**config.mk**
```make
export PLATFORM = sky130hd
export DESIGN_NAME = url_percent_decoder
export DESIGN_NICKNAME = d
export VERILOG_FILES = /design/src/rtl/upd_pkg.sv /design/src/rtl/upd_decode.sv /design/src/rtl/upd_rsp_fifo.sv /design/src/rtl/url_percent_decoder.sv
export SDC_FILE = /design/constraint.sdc
export NUM_CORES = 1
export LEC_CHECK = 0
export BUFFER_PORTS_ARGS = -buffer_cell sky130_fd_sc_hd__buf_2
export CAP_MARGIN = 20
export CORE_ASPECT_RATIO = 0.5
export CORE_MARGIN = 4
export CORE_UTILIZATION = 66
export CTS_CLUSTER_SIZE = 30
export DETAILED_ROUTE_END_ITERATION = 8
export GPL_ROUTABILITY_DRIVEN = 0
export GPL_TIMING_DRIVEN = 0
export PLACE_DENSITY = 0.93
export SLEW_MARGIN = 20
export SYNTH_ARGS = -nofsm -noshare
export SYNTH_HDL_FRONTEND = slang
export SYNTH_HIERARCHICAL = 1
export SYNTH_SLANG_ARGS = --single-unit
```
**constraint.sdc**
```tcl
create_clock -name clock -period 6.3 [get_ports clock]
set_input_delay 0.315 -clock clock [delete_from_list [all_inputs] [get_ports clock]]
set_output_delay 0.315 -clock clock [all_outputs]
set_load 0.005 [all_outputs]
```
**src/rtl/upd_pkg.sv**
```systemverilog
// upd_pkg: shared types, character codes and hex helpers for the url percent decoder
// no dependencies
`default_nettype none

package upd_pkg;

   // character codes
   localparam logic [7:0] CH_PLUS    = 8'h2B;
   localparam logic [7:0] CH_PERCENT = 8'h25;
   localparam logic [7:0] CH_SPACE   = 8'h20;
   localparam logic [7:0] CH_MINUS   = 8'h2D;

   // escape phase codes
   localparam logic [1:0] PH_IDLE  = 2'd0;
   localparam logic [1:0] PH_PCT   = 2'd1;
   localparam logic [1:0] PH_FIRST = 2'd2;

   // result queue sizing
   localparam int RspDepth = 4;
   localparam int RspPtrW  = $clog2(RspDepth);
   localparam int RspCntW  = $clog2(RspDepth + 1);

   // one result transaction
   typedef struct packed {
      logic       string_done;
      logic       run_last;
      logic [7:0] out_byte;
   } rsp_item_type;

   // decoder outcome for one input byte
   typedef struct packed {
      logic [1:0]   count;
      rsp_item_type res0;
      rsp_item_type res1;
      logic [1:0]   phase;
      logic         held_load;
   } dec_out_type;

   // hex digit: bit 4 is the valid flag, bits 3:0 the value
   function automatic logic [4:0] hex_digit(input logic [7:0] c);
      logic [4:0] r;
      r = 5'd0;
      if (c >= 8'h30 && c <= 8'h39) begin
         r = {1'b1, 4'(c - 8'h30)};
      end else if (c >= 8'h41 && c <= 8'h46) begin
         r = {1'b1, 4'(c - 8'h41 + 8'd10)};
      end else if (c >= 8'h61 && c <= 8'h66) begin
         r = {1'b1, 4'(c - 8'h61 + 8'd10)};
      end
      return r;
   endfunction

   function automatic logic is_space(input logic [7:0] c);
      return (c == CH_SPACE) || (c >= 8'h09 && c <= 8'h0D);
   endfunction

   function automatic logic [7:0] plain_byte(input logic [7:0] c);
      return (c == CH_PLUS) ? CH_SPACE : c;
   endfunction

endpackage

`default_nettype wire

```
**src/rtl/upd_decode.sv**
```systemverilog
// upd_decode: combinational escape decoder for one byte against the current phase
// depends on upd_pkg
`default_nettype none

module upd_decode
   import upd_pkg::*;
(
   input  wire logic [1:0] phase,
   input  wire logic [7:0] held_digit,
   input  wire logic [7:0] in_byte,
   input  wire logic       end_of_string,
   output dec_out_type     dec
);

   logic [4:0] ha;
   logic [4:0] hb;
   logic [7:0] pair;

   // value of a two byte escape, read as base 16, with sign and single digit fallbacks
   always_comb begin
      ha = hex_digit(held_digit);
      hb = hex_digit(in_byte);
      if (ha[4]) begin
         pair = hb[4] ? {ha[3:0], hb[3:0]} : {4'd0, ha[3:0]};
      end else if (!hb[4]) begin
         pair = 8'd0;
      end else if (is_space(held_digit) || held_digit == CH_PLUS) begin
         pair = {4'd0, hb[3:0]};
      end else if (held_digit == CH_MINUS) begin
         pair = 8'(8'd0 - {4'd0, hb[3:0]});
      end else begin
         pair = 8'd0;
      end
   end

   // phase step and results
   always_comb begin
      dec           = '0;
      dec.phase     = PH_IDLE;
      dec.res0      = '{string_done: end_of_string, run_last: 1'b1,
                        out_byte: plain_byte(in_byte)};
      dec.res1      = '{string_done: 1'b1, run_last: 1'b1,
                        out_byte: plain_byte(in_byte)};
      dec.count     = 2'd1;
      case (phase)
         PH_FIRST: begin
            dec.res0.out_byte = pair;
         end
         PH_PCT: begin
            if (!end_of_string) begin
               dec.count     = 2'd0;
               dec.held_load = 1'b1;
               dec.phase     = PH_FIRST;
            end else begin
               dec.res0  = '{string_done: 1'b0, run_last: 1'b0, out_byte: CH_PERCENT};
               dec.count = 2'd2;
            end
         end
         default: begin
            if (in_byte == CH_PERCENT && !end_of_string) begin
               dec.count = 2'd0;
               dec.phase = PH_PCT;
            end
         end
      endcase
   end

endmodule

`default_nettype wire

```
**src/rtl/upd_rsp_fifo.sv**
```systemverilog
// upd_rsp_fifo: small result queue taking up to two results per cycle, giving one
// depends on upd_pkg
`default_nettype none

module upd_rsp_fifo
   import upd_pkg::*;
(
   input  wire logic         clock,
   input  wire logic         reset,
   input  wire logic [1:0]   push_count,
   input  wire rsp_item_type push0,
   input  wire rsp_item_type push1,
   output logic              room_two,
   output logic              head_valid,
   output rsp_item_type      head,
   input  wire logic         head_ready
);

   rsp_item_type             mem [RspDepth];
   logic [RspPtrW-1:0]       wr_ptr_ff, wr_ptr_in;
   logic [RspPtrW-1:0]       rd_ptr_ff, rd_ptr_in;
   logic [RspCntW-1:0]       count_ff, count_in;
   logic [RspCntW-1:0]       count_after_pop;
   logic                     pop;
   logic [RspPtrW-1:0]       wr_ptr_next;

   assign head_valid  = (count_ff != '0);
   assign head        = mem[rd_ptr_ff];
   assign pop         = head_valid && head_ready;
   assign wr_ptr_next = wr_ptr_ff + RspPtrW'(1);

   // space check for a two result transaction
   assign count_after_pop = count_ff - RspCntW'(pop);
   assign room_two        = (count_after_pop <= RspCntW'(RspDepth - 2));

   // pointer and fill bookkeeping
   always_comb begin
      wr_ptr_in = wr_ptr_ff + RspPtrW'(push_count);
      rd_ptr_in = rd_ptr_ff + RspPtrW'(pop);
      count_in  = count_after_pop + RspCntW'(push_count);
   end

   always_ff @(posedge clock) begin
      if (reset) begin
         wr_ptr_ff <= '0;
         rd_ptr_ff <= '0;
         count_ff  <= '0;
      end else begin
         wr_ptr_ff <= wr_ptr_in;
         rd_ptr_ff <= rd_ptr_in;
         count_ff  <= count_in;
      end
   end

   // storage writes
   always_ff @(posedge clock) begin
      if (push_count != 2'd0) begin
         mem[wr_ptr_ff] <= push0;
      end
      if (push_count == 2'd2) begin
         mem[wr_ptr_next] <= push1;
      end
   end

endmodule

`default_nettype wire

```
**src/rtl/url_percent_decoder.sv**
```systemverilog
// url_percent_decoder: streaming percent decoder, top level
// depends on upd_pkg, upd_decode, upd_rsp_fifo
//
//   channel | direction | tdata          | tlast         | tuser
//   req     | in        | [7:0] in_byte  | end_of_string | -
//   rsp     | out       | [7:0] out_byte | string_done   | run_last
//
// one byte per cycle while the result queue has room for two; two results are queued at once
// an accepted byte passes through the input register and then the result queue
// the result queue holds four entries so input keeps flowing while rsp stalls, until it fills
// synchronous active high reset clears phase, held digit, input valid and queue
`default_nettype none

module url_percent_decoder
   import upd_pkg::*;
(
   input  wire logic       clock,
   input  wire logic       reset,
   input  wire logic       req_tvalid,
   output logic            req_tready,
   input  wire logic [7:0] req_tdata,   // [7:0] in_byte
   input  wire logic       req_tlast,   // end_of_string
   output logic            rsp_tvalid,
   input  wire logic       rsp_tready,
   output logic [7:0]      rsp_tdata,   // [7:0] out_byte
   output logic            rsp_tlast,   // string_done
   output logic            rsp_tuser    // [0] run_last
);

   logic         in_vld_ff, in_vld_in;
   logic [7:0]   in_byte_ff;
   logic         in_end_ff;
   logic [1:0]   phase_ff, phase_in;
   logic [7:0]   held_ff, held_in;
   logic         room_two;
   logic         take;
   logic [1:0]   push_count;
   dec_out_type  dec;
   rsp_item_type head;

   // move the registered byte into the decoder when the queue has room for two results
   assign take       = in_vld_ff && room_two;
   assign req_tready = !in_vld_ff || take;
   assign push_count = take ? dec.count : 2'd0;

   always_comb begin
      in_vld_in = in_vld_ff;
      if (req_tready) begin
         in_vld_in = req_tvalid;
      end
      phase_in = phase_ff;
      held_in  = held_ff;
      if (take) begin
         phase_in = dec.phase;
         if (dec.held_load) begin
            held_in = in_byte_ff;
         end
      end
   end

   // input valid, phase and held digit registers
   always_ff @(posedge clock) begin
      if (reset) begin
         in_vld_ff <= 1'b0;
         phase_ff  <= PH_IDLE;
         held_ff   <= 8'd0;
      end else begin
         in_vld_ff <= in_vld_in;
         phase_ff  <= phase_in;
         held_ff   <= held_in;
      end
   end

   always_ff @(posedge clock) begin
      if (req_tvalid && req_tready) begin
         in_byte_ff <= req_tdata;
         in_end_ff  <= req_tlast;
      end
   end

   upd_decode u_decode (
      .phase         (phase_ff),
      .held_digit    (held_ff),
      .in_byte       (in_byte_ff),
      .end_of_string (in_end_ff),
      .dec           (dec)
   );

   upd_rsp_fifo u_rsp_fifo (
      .clock      (clock),
      .reset      (reset),
      .push_count (push_count),
      .push0      (dec.res0),
      .push1      (dec.res1),
      .room_two   (room_two),
      .head_valid (rsp_tvalid),
      .head       (head),
      .head_ready (rsp_tready)
   );

   // result channel
   assign rsp_tdata = head.out_byte;
   assign rsp_tlast = head.string_done;
   assign rsp_tuser = head.run_last;

endmodule

`default_nettype wire
```
==> results of run 1 <==
[kinds of logic after synthesis]
logic type / synth area share [%]
AOI/OAI and AO/OA: 10.2
other: 0.0877
adders and majority gates: 4.86
DFF: 42.8
buffers and inverters: 5.09
xor gates and xnor gates: 1.76
and+or+nand+nor: 13.8
muxes: 21.3
[sequential cells by signal, summed over array words and instances (netlist names)]
signal / cells
held_ff: 8
in_byte_ff: 8
in_end_ff: 1
in_vld_ff: 1
phase_ff: 2
u_rsp_fifo/count_ff: 3
u_rsp_fifo/mem: 40
u_rsp_fifo/rd_ptr_ff: 2
u_rsp_fifo/wr_ptr_ff: 2
[worst max-delay path by stage]
stage,start,end,slack (ns),cells after the start
floorplan,u_rsp_fifo/count_ff[2],u_rsp_fifo/mem[0][0],2.85,9
global placement,u_rsp_fifo/count_ff[2],u_rsp_fifo/mem[0][7],2.19,9
detailed placement,u_rsp_fifo/count_ff[2],u_rsp_fifo/mem[1][7],2.44,9
CTS,u_rsp_fifo/count_ff[2],u_rsp_fifo/mem[1][4],2.33,9
global route,u_rsp_fifo/count_ff[2],u_rsp_fifo/mem[3][9],2.12,9
finish,u_rsp_fifo/count_ff[2],u_rsp_fifo/mem[3][5],2.33,9
[critical path, delay by kind of cell, from the launching register on]
family,cells,cell delay [ns]
AND/OR/NAND/NOR,4,2.00
AO/OA/AOI/OAI,1,0.47
flip-flops,1,0.33
XOR/XNOR,1,0.19
adder cells (fa/ha/maj),2,0.39
multiplexers,1,0.21
[cells in the mapped netlist (4+ instances only)]
cell type  count
mux2_4        28
mux4_2        10
buf_6          7
and3_1         4
a21oi_1       16
dfxtp_1       18
inv_1         18
o21ai_0        6
edfxtp_1      49
o21bai_1       4
nor2b_1       12
and2_1         5
mux2_1         7
nor3b_1        4
nand2b_1      22
ha_1          15
mux2i_1       12
nor2_1        19
clkbuf_1       9
xnor2_1        4
mux2_2         6
[through the flow]
step / power, mW / hold slack (ns) / cell area (sq um) / util [%] / setup slack [ns]
floorplan: 0.837 / 0.387 / 4280 / - / 2.85
global placement: 0.921 / 0.475 / 4510 / 73.0 / 2.19
detailed placement: 0.953 / 0.490 / 4520 / 73.2 / 2.44
CTS: 1.50 / 0.147 / 4840 / 78.3 / 2.33
global route: 1.56 / 0.142 / 4840 / 78.3 / 2.12
finish: 1.49 / 0.156 / 4840 / 78.3 / 2.33
[layout by cell type (no fill, tap or decap), types with 5 or more instances in the layout]
master | synthesis | final
mux2i_1 | 12 | 12
o21ai_0 | 6 | 6
buf_6 | 7 | 7
mux2_4 | 28 | 28
inv_1 | 18 | 18
mux2_2 | 6 | 6
clkbuf_16 | 0 | 9
edfxtp_1 | 49 | 49
ha_1 | 15 | 15
mux4_2 | 10 | 10
buf_2 | 3 | 27
nand2b_1 | 22 | 22
mux2_1 | 7 | 7
and2_1 | 5 | 5
nor2b_1 | 12 | 12
nor2_1 | 19 | 18
dfxtp_1 | 18 | 18
clkbuf_1 | 9 | 9
a21oi_1 | 16 | 16
[where the power goes]
part	internal (mW)	switching, mW	total, mW
clock	0.345	0.188	0.533
combinational	0.194	0.193	0.386
sequential	0.534	0.0414	0.576
total	1.07	0.423	1.49
[metal layers]
metal	vias to the layer above	global-route usage (%)	part of all wire, %
li1	1344	-	-
met5	-	0	0
met1	1437	32.6	42
met2	168	45.0	48
met4	0	9.92	2.5
met3	22	7.76	7.4
[layout make-up]
class                      count  area, sq um
multi-input combinational    238         2240
sequential                    67         1830
fill                         364         1340
clock buffer                   9          225
buffer                        22          150
timing repair buffer          25          128
tap                           88          110
clock inverter                 7         91.3
inverter                      18         67.6
==> summary.md, run 1 <==
| Metric | Value |
|---|---|
| Outcome | finished, final reports clean |
| Share of cells above drive strength 1 | between 20% and 30% |
| Clock Pin Slew Worst Setup and Hold Paths | about 0.050 ns |
| Die ar. | slightly below 8000 sq um |
| DIE HEIGHT | 64.9 microns |
| Initial Util | between 60% and 70% |
| Worst R2R Path Depth | 9 |
| Synth top area cells | edfxtp_1 (34%), mux2_4 (9.8%), dfxtp_1 (8.4%), mux4_2 (5.3%), ha_1 (4.4%) |
| Dpl hpwl | ~6.6 mm |
| Hold path endpoint | in_byte_ff[3] |
| Max_slew headroom | 28.8% |
| Skew-Pair Late Insertion Delay | between 0.3 and 0.4 ns |
| Placed Cells | ~460 |
| Fmax | about 250 MHz |
| Final nets | a little over 400 |
| Inserted Clock Buffers | 9 |
| WP data arrival | approximately 3.9 ns |
| CP Data Required Time | 6.25 ns |
| Longest Clk Path Bufs | 2 |
| Root buf cell | clkbuf_16 |
| Min-delay src | req_tdata[3] |
| Area grow syn2layout | 13.2% |
| TNS Setup | 0 ns |
| Core box area | just over 6000 sq um |
| Crit Path Max Fanout | 10 |
| CP max-delay cell | nor2b_1 |
| PwrDens | 309 nW/um^2 |
| Ant. Diodes | 0 |
| Vias in the first global route | 2,950 |
| DRC | 0 |
| Max Slew Vio Count | 0 |
| RR Endpoint | u_rsp_fifo/mem[3][5] |
| Worst IR drop on VDD | roughly 0.22 mV |
| Crit-path cells | or3_1 -> and2_1 -> ha_1 -> ha_1 -> xor2_1 -> a21oi_1 -> and3_1 -> mux2i_1 -> nor2b_1 |
| Max cap viols | 0 |
| RSZ-0062 raised after global routing | no |
| Worst setup SP type | flip-flop |
| CTS tree | built |
| Largest area contributor in the netlist | edfxtp_1 |
| Unique masters post-synth | 68 |
| # IOs | 25 |
| Number of non-filler instances in the completed layout | approximately 470 |
| DRT Wirelength | between 9 and 10 mm |
| Std cell rows | 20 |
| Post-CTS setup repair buffer count | 0 |
| Yosys reg bits | 67 |
| Static leakage | 1.81 nW |
| Pin count of the biggest net entering global routing | 13 |
| Vias post-DR | between 2,000 and 3,000 |
| Min-delay worst type | in -> reg |
| Post-Syn Instances | 344 |
| First-pass GRT wire length | ~16 mm |
| Register area share after synthesis | 42.8% |
| Fin crit share | between 60% and 70% |
| Port bufs | 24 |
| Synthesized cell area | ~4300 sq um |
| Resized Gates After CTS | 0 |
| WL per Instance | just over 20 microns |
| Grt ovf | 0 |
| Most used cell, CP | ha_1 |
| Post-synth EDFFs | around 50 |
| Initial antenna violation count | 0 |
| Final hold vios | 0 |
| CP max stage delay | roughly 0.86 ns |
| Setup-failing EPs final | 0 |
| Level count of the clock H-tree | 3 |
| Synth top area share | about a third |
| R2r setup slk | ~2.3 ns |
| Reg2reg start | u_rsp_fifo/count_ff[2] |
| Fraction of registers with async set/reset | 0% |
| Tmin final | 3.97 ns |
| Die Width | about 120 microns |
| Post-synth top flop | edfxtp_1 |
| Setup Skew | roughly 0.008 ns |
| Post-route ant nets | 0 |
| Drt via density | ~6.3 |
| Clock Sinks | 67 |
| Hold_buf cts | 0 |
| Hold Path Depth | 1 |
| Worst slew pin tran | 1.07 ns |
| CP endpoint kind | flip-flop |
| Starting DRT DRC Count | approximately 350 |
| Ys Warns | 6 |
| First-pass iteration count of the detailed router | 5 |
| Crit Path Class | reg -> reg |
| Mean Syn Cell Area | 12.4 sq um |
| Gr usage total | a little over a quarter |
Note: power is estimated with default switching activity, not from simulation.
==> run 2, diff against run 1 <==
--- a/config.mk
+++ b/config.mk
@@ -9,12 +9,12 @@
 export CAP_MARGIN = 20
 export CORE_ASPECT_RATIO = 0.5
 export CORE_MARGIN = 4
-export CORE_UTILIZATION = 66
+export CORE_UTILIZATION = 61
 export CTS_CLUSTER_SIZE = 30
 export DETAILED_ROUTE_END_ITERATION = 8
 export GPL_ROUTABILITY_DRIVEN = 0
 export GPL_TIMING_DRIVEN = 0
-export PLACE_DENSITY = 0.93
+export PLACE_DENSITY = 0.88
 export SLEW_MARGIN = 20
 export SYNTH_ARGS = -nofsm -noshare
 export SYNTH_HDL_FRONTEND = slang
==> constraint.sdc (replaced) <==
create_clock -name clock -period 4 [get_ports clock]
set_input_delay 0.2 -clock clock [delete_from_list [all_inputs] [get_ports clock]]
set_output_delay 0.2 -clock clock [all_outputs]
set_load 0.005 [all_outputs]
==> summary.md, run 2 (synthesis gave the netlist of run 1 again) <==
| Metric | Value |
|---|---|
| Core box area | 6750 sq um (+9.3%) |
| Worst path buffer plus inverter count | 1 (+1) |
| Grt ovf | 0 (unchanged) |
| Longest Clk Path Bufs | 2 (unchanged) |
| Crit Path Max Fanout | 10 (unchanged) |
| DIE HEIGHT | 67.2 microns (+3.5%) |
| Initial antenna violation count | 0 (unchanged) |
| Gr usage total | 22.5% (-4.1 points) |
| Setup Skew | 0.00627 ns (-0.00157 ns) |
| WL met3 | 604 microns (-16%) |
| Max Slew Vio Count | 0 (unchanged) |
| R2r setup slk | 0.11 ns (-2.22 ns) |
| Dpl hpwl | 6.36 mm (-3.5%) |
| Tmin final | 3.89 ns (-0.0816 ns) |
| Final nets | 410 (unchanged) |
| Root buf cell | clkbuf_16 |
| Skew-Pair Late Insertion Delay | 0.33 ns (about the same) |
| Inserted Clock Buffers | 9 (unchanged) |
| Drt via density | 6.05 (-3.4%) |
| Commonest non-fill, non-tap cells in the layout | edfxtp_1 (49), mux2_4 (28), buf_2 (27) |
| Fin crit share | 97.2% (+34 points) |
| CP max stage delay | 0.83 ns (-0.03 ns) |
| M1 WL | 3.98 mm (-3.2%) |
| PwrDens | 483 nW/um^2 (+56%) |
| Share of cells above drive strength 1 | 29.3% (+0.26 points) |
| Reg2reg start | u_rsp_fifo/count_ff[2] |
| Min Hold Slack | 0.0485 ns (-0.107 ns) |
| Std cell rows | 21 (+5.0%) |
| CP Data Required Time | 3.95 ns (-2.30 ns) |
| TNS Setup | 0 ns (unchanged) |
| Top Registers | u_rsp_fifo/mem (40), held_ff (8), in_byte_ff (8) |
| Post-route ant nets | 0 (unchanged) |
| Design area | 4850 sq um (+0.21%) |
| CTS tree | built |
| Die Width | 126 microns (+3.8%) |
| Vias in the first global route | 2,838 (-3.8%) |
| Final hold vios | 0 (unchanged) |
| Max reg flops | 40 (unchanged) |
| Most common cell after layout, fill and taps aside | edfxtp_1 |
| Most flops, register | u_rsp_fifo/mem |
| Setup-failing EPs final | 0 (unchanged) |
| Met2 wire length | 4.24 mm (-8.9%) |
| First-pass GRT wire length | 14.6 mm (-5.8%) |
| First-pass iteration count of the detailed router | 5 (unchanged) |
| Hold Path Depth | 1 (unchanged) |
| Max cap viols | 0 (unchanged) |
| Outcome | finished, final reports clean |
| Top Family by Delay on Critical Path | simple AND/OR/NAND/NOR gates |
| DRC | 0 (unchanged) |
| Area after DPL | 4530 sq um (+0.11%) |
| Starting DRT DRC Count | 300 (-14%) |
| Max_slew headroom | 30.3% (+1.5 points) |
| DRT Wirelength | 9.01 mm (-7.4%) |
| Crit-path cells | or3_1 -> and2_1 -> ha_1 -> ha_1 -> inv_1 -> a21oi_1 -> and3_1 -> mux2i_1 -> nor2b_1 |
| WP data arrival | 3.83 ns (-0.09 ns) |
| Min-delay src | req_tdata[1] |
| Resized Gates After CTS | 0 (unchanged) |
| Worst slew pin tran | 1.04 ns (-0.0246 ns) |
| Worst setup SP type | flip-flop |
| Initial Util | 63.3% (-5.9 points) |
| Hold path endpoint | in_byte_ff[1] |
| Most used cell, CP | ha_1 |
| Vias post-DR | 2,893 (-2.6%) |
| WL per Instance | 18.8 microns (-8.1%) |
| Fmax | 257 MHz (+2.1%) |
| Crit. path cell count | 9 (unchanged) |
| CP endpoint kind | flip-flop |
| Fillers | 417 (+15%) |
| # IOs | 25 (unchanged) |
| Worst IR drop on VDD | 0.321 mV (+46%) |
| RR Endpoint | u_rsp_fifo/mem[3][4] |
| Ant. Diodes | 0 (unchanged) |
| Worst R2R Path Depth | 9 (unchanged) |
| Die ar. | 8490 sq um (+7.4%) |
| Static leakage | 1.82 nW (+0.54%) |
| CP max-delay cell | nor2b_1 |
| Top Layer Used | met4 |
| Clock Pin Slew Worst Setup and Hold Paths | 0.06 ns (about the same) |
| Area grow syn2layout | 13.5% |
| Level count of the clock H-tree | 3 (unchanged) |
| RSZ-0062 raised after global routing | yes |
| Crit Path Class | reg -> reg |
| Port bufs | 24 (unchanged) |
| Pin count of the biggest net entering global routing | 14 (+1) |
| Clock Sinks | 67 (unchanged) |
| Min-delay worst type | in -> reg |
## run 2: cell count changes in the layout (fill, tap and decap cells not counted)
cell | before | now
clkinv_1 | 2 | 0
clkinv_2 | 0 | 1
clkinv_4 | 0 | 1
clkinvlp_4 | 2 | 1
inv_6 | 1 | 2
nor2_1 | 18 | 19
nor2_2 | 2 | 1
## run 2: where the power goes
group	leakage [nW]	internal [mW]	switching, mW	total [mW]
combinational	1.08	0.304	0.292	0.596
clock	0.156	0.549	0.299	0.849
sequential	0.583	0.841	0.0587	0.899
## run 2: per-layer routing
| metal | up-vias | global-route usage, % |
|---|---|---|
| met3 | 21 | 5.61 |
| li1 | 1355 | - |
| met4 | 0 | 8.16 |
| met5 | - | 0 |
| met2 | 134 | 38.5 |
| met1 | 1383 | 28.5 |
## run 2: worst reg2reg max path, cell delays in order (launching register included)
cell and delay (ns):
dfxtp_1 0.32, or3_1 0.38, and2_1 0.20, ha_1 0.21
ha_1 0.29, inv_1 0.06, a21oi_1 0.44, and3_1 0.56
mux2i_1 0.22, nor2b_1 0.83
## run 2: cell type report
class / instances / area, sq um / area share, %
multi-input cells: 238 / 2230 / 46.1
flip-flops and latches: 67 / 1830 / 37.8
clock buffers: 9 / 225 / 4.64
plain buffers: 22 / 150 / 3.10
repair buffers: 25 / 128 / 2.63
well taps: 92 / 115 / 2.37
clock inverters: 7 / 98.8 / 2.04
inverters: 18 / 67.6 / 1.39
## run 2: per-stage QoR
| stage | std cells | setup slack [ns] | util [%] | power, mW |
|---|---|---|---|---|
| after global routing | 478 | -0.113 | 71.8 | 2.45 |
| after CTS | 478 | 0.123 | 71.8 | 2.35 |
| after detailed placement | 462 | 0.209 | 67.0 | 1.49 |
| after global placement | 461 | -0.135 | 66.9 | 1.45 |
| after floorplan | 345 | 0.546 | - | 1.32 |
| final | 478 | 0.111 | 71.8 | 2.34 |
## run 2: timing repair
item | 4_1_cts | 5_1_grt
hold buffers | 0 | 0
setup buffers | 0 | 0
setup endpoints to repair | 0 | 20
endpoints found under the hold margin | 0 | 0
## run 2: worst max path at each step
stage	start	endpoint	slack [ns]
floorplan	u_rsp_fifo/count_ff[2]	u_rsp_fifo/mem[0][0]	0.55
global placement	u_rsp_fifo/count_ff[2]	u_rsp_fifo/mem[0][7]	-0.14
detailed placement	u_rsp_fifo/count_ff[2]	u_rsp_fifo/mem[3][7]	0.21
CTS	u_rsp_fifo/count_ff[2]	u_rsp_fifo/mem[3][4]	0.12
global route	u_rsp_fifo/count_ff[2]	u_rsp_fifo/mem[1][7]	-0.11
finish	u_rsp_fifo/count_ff[2]	u_rsp_fifo/mem[3][4]	0.11
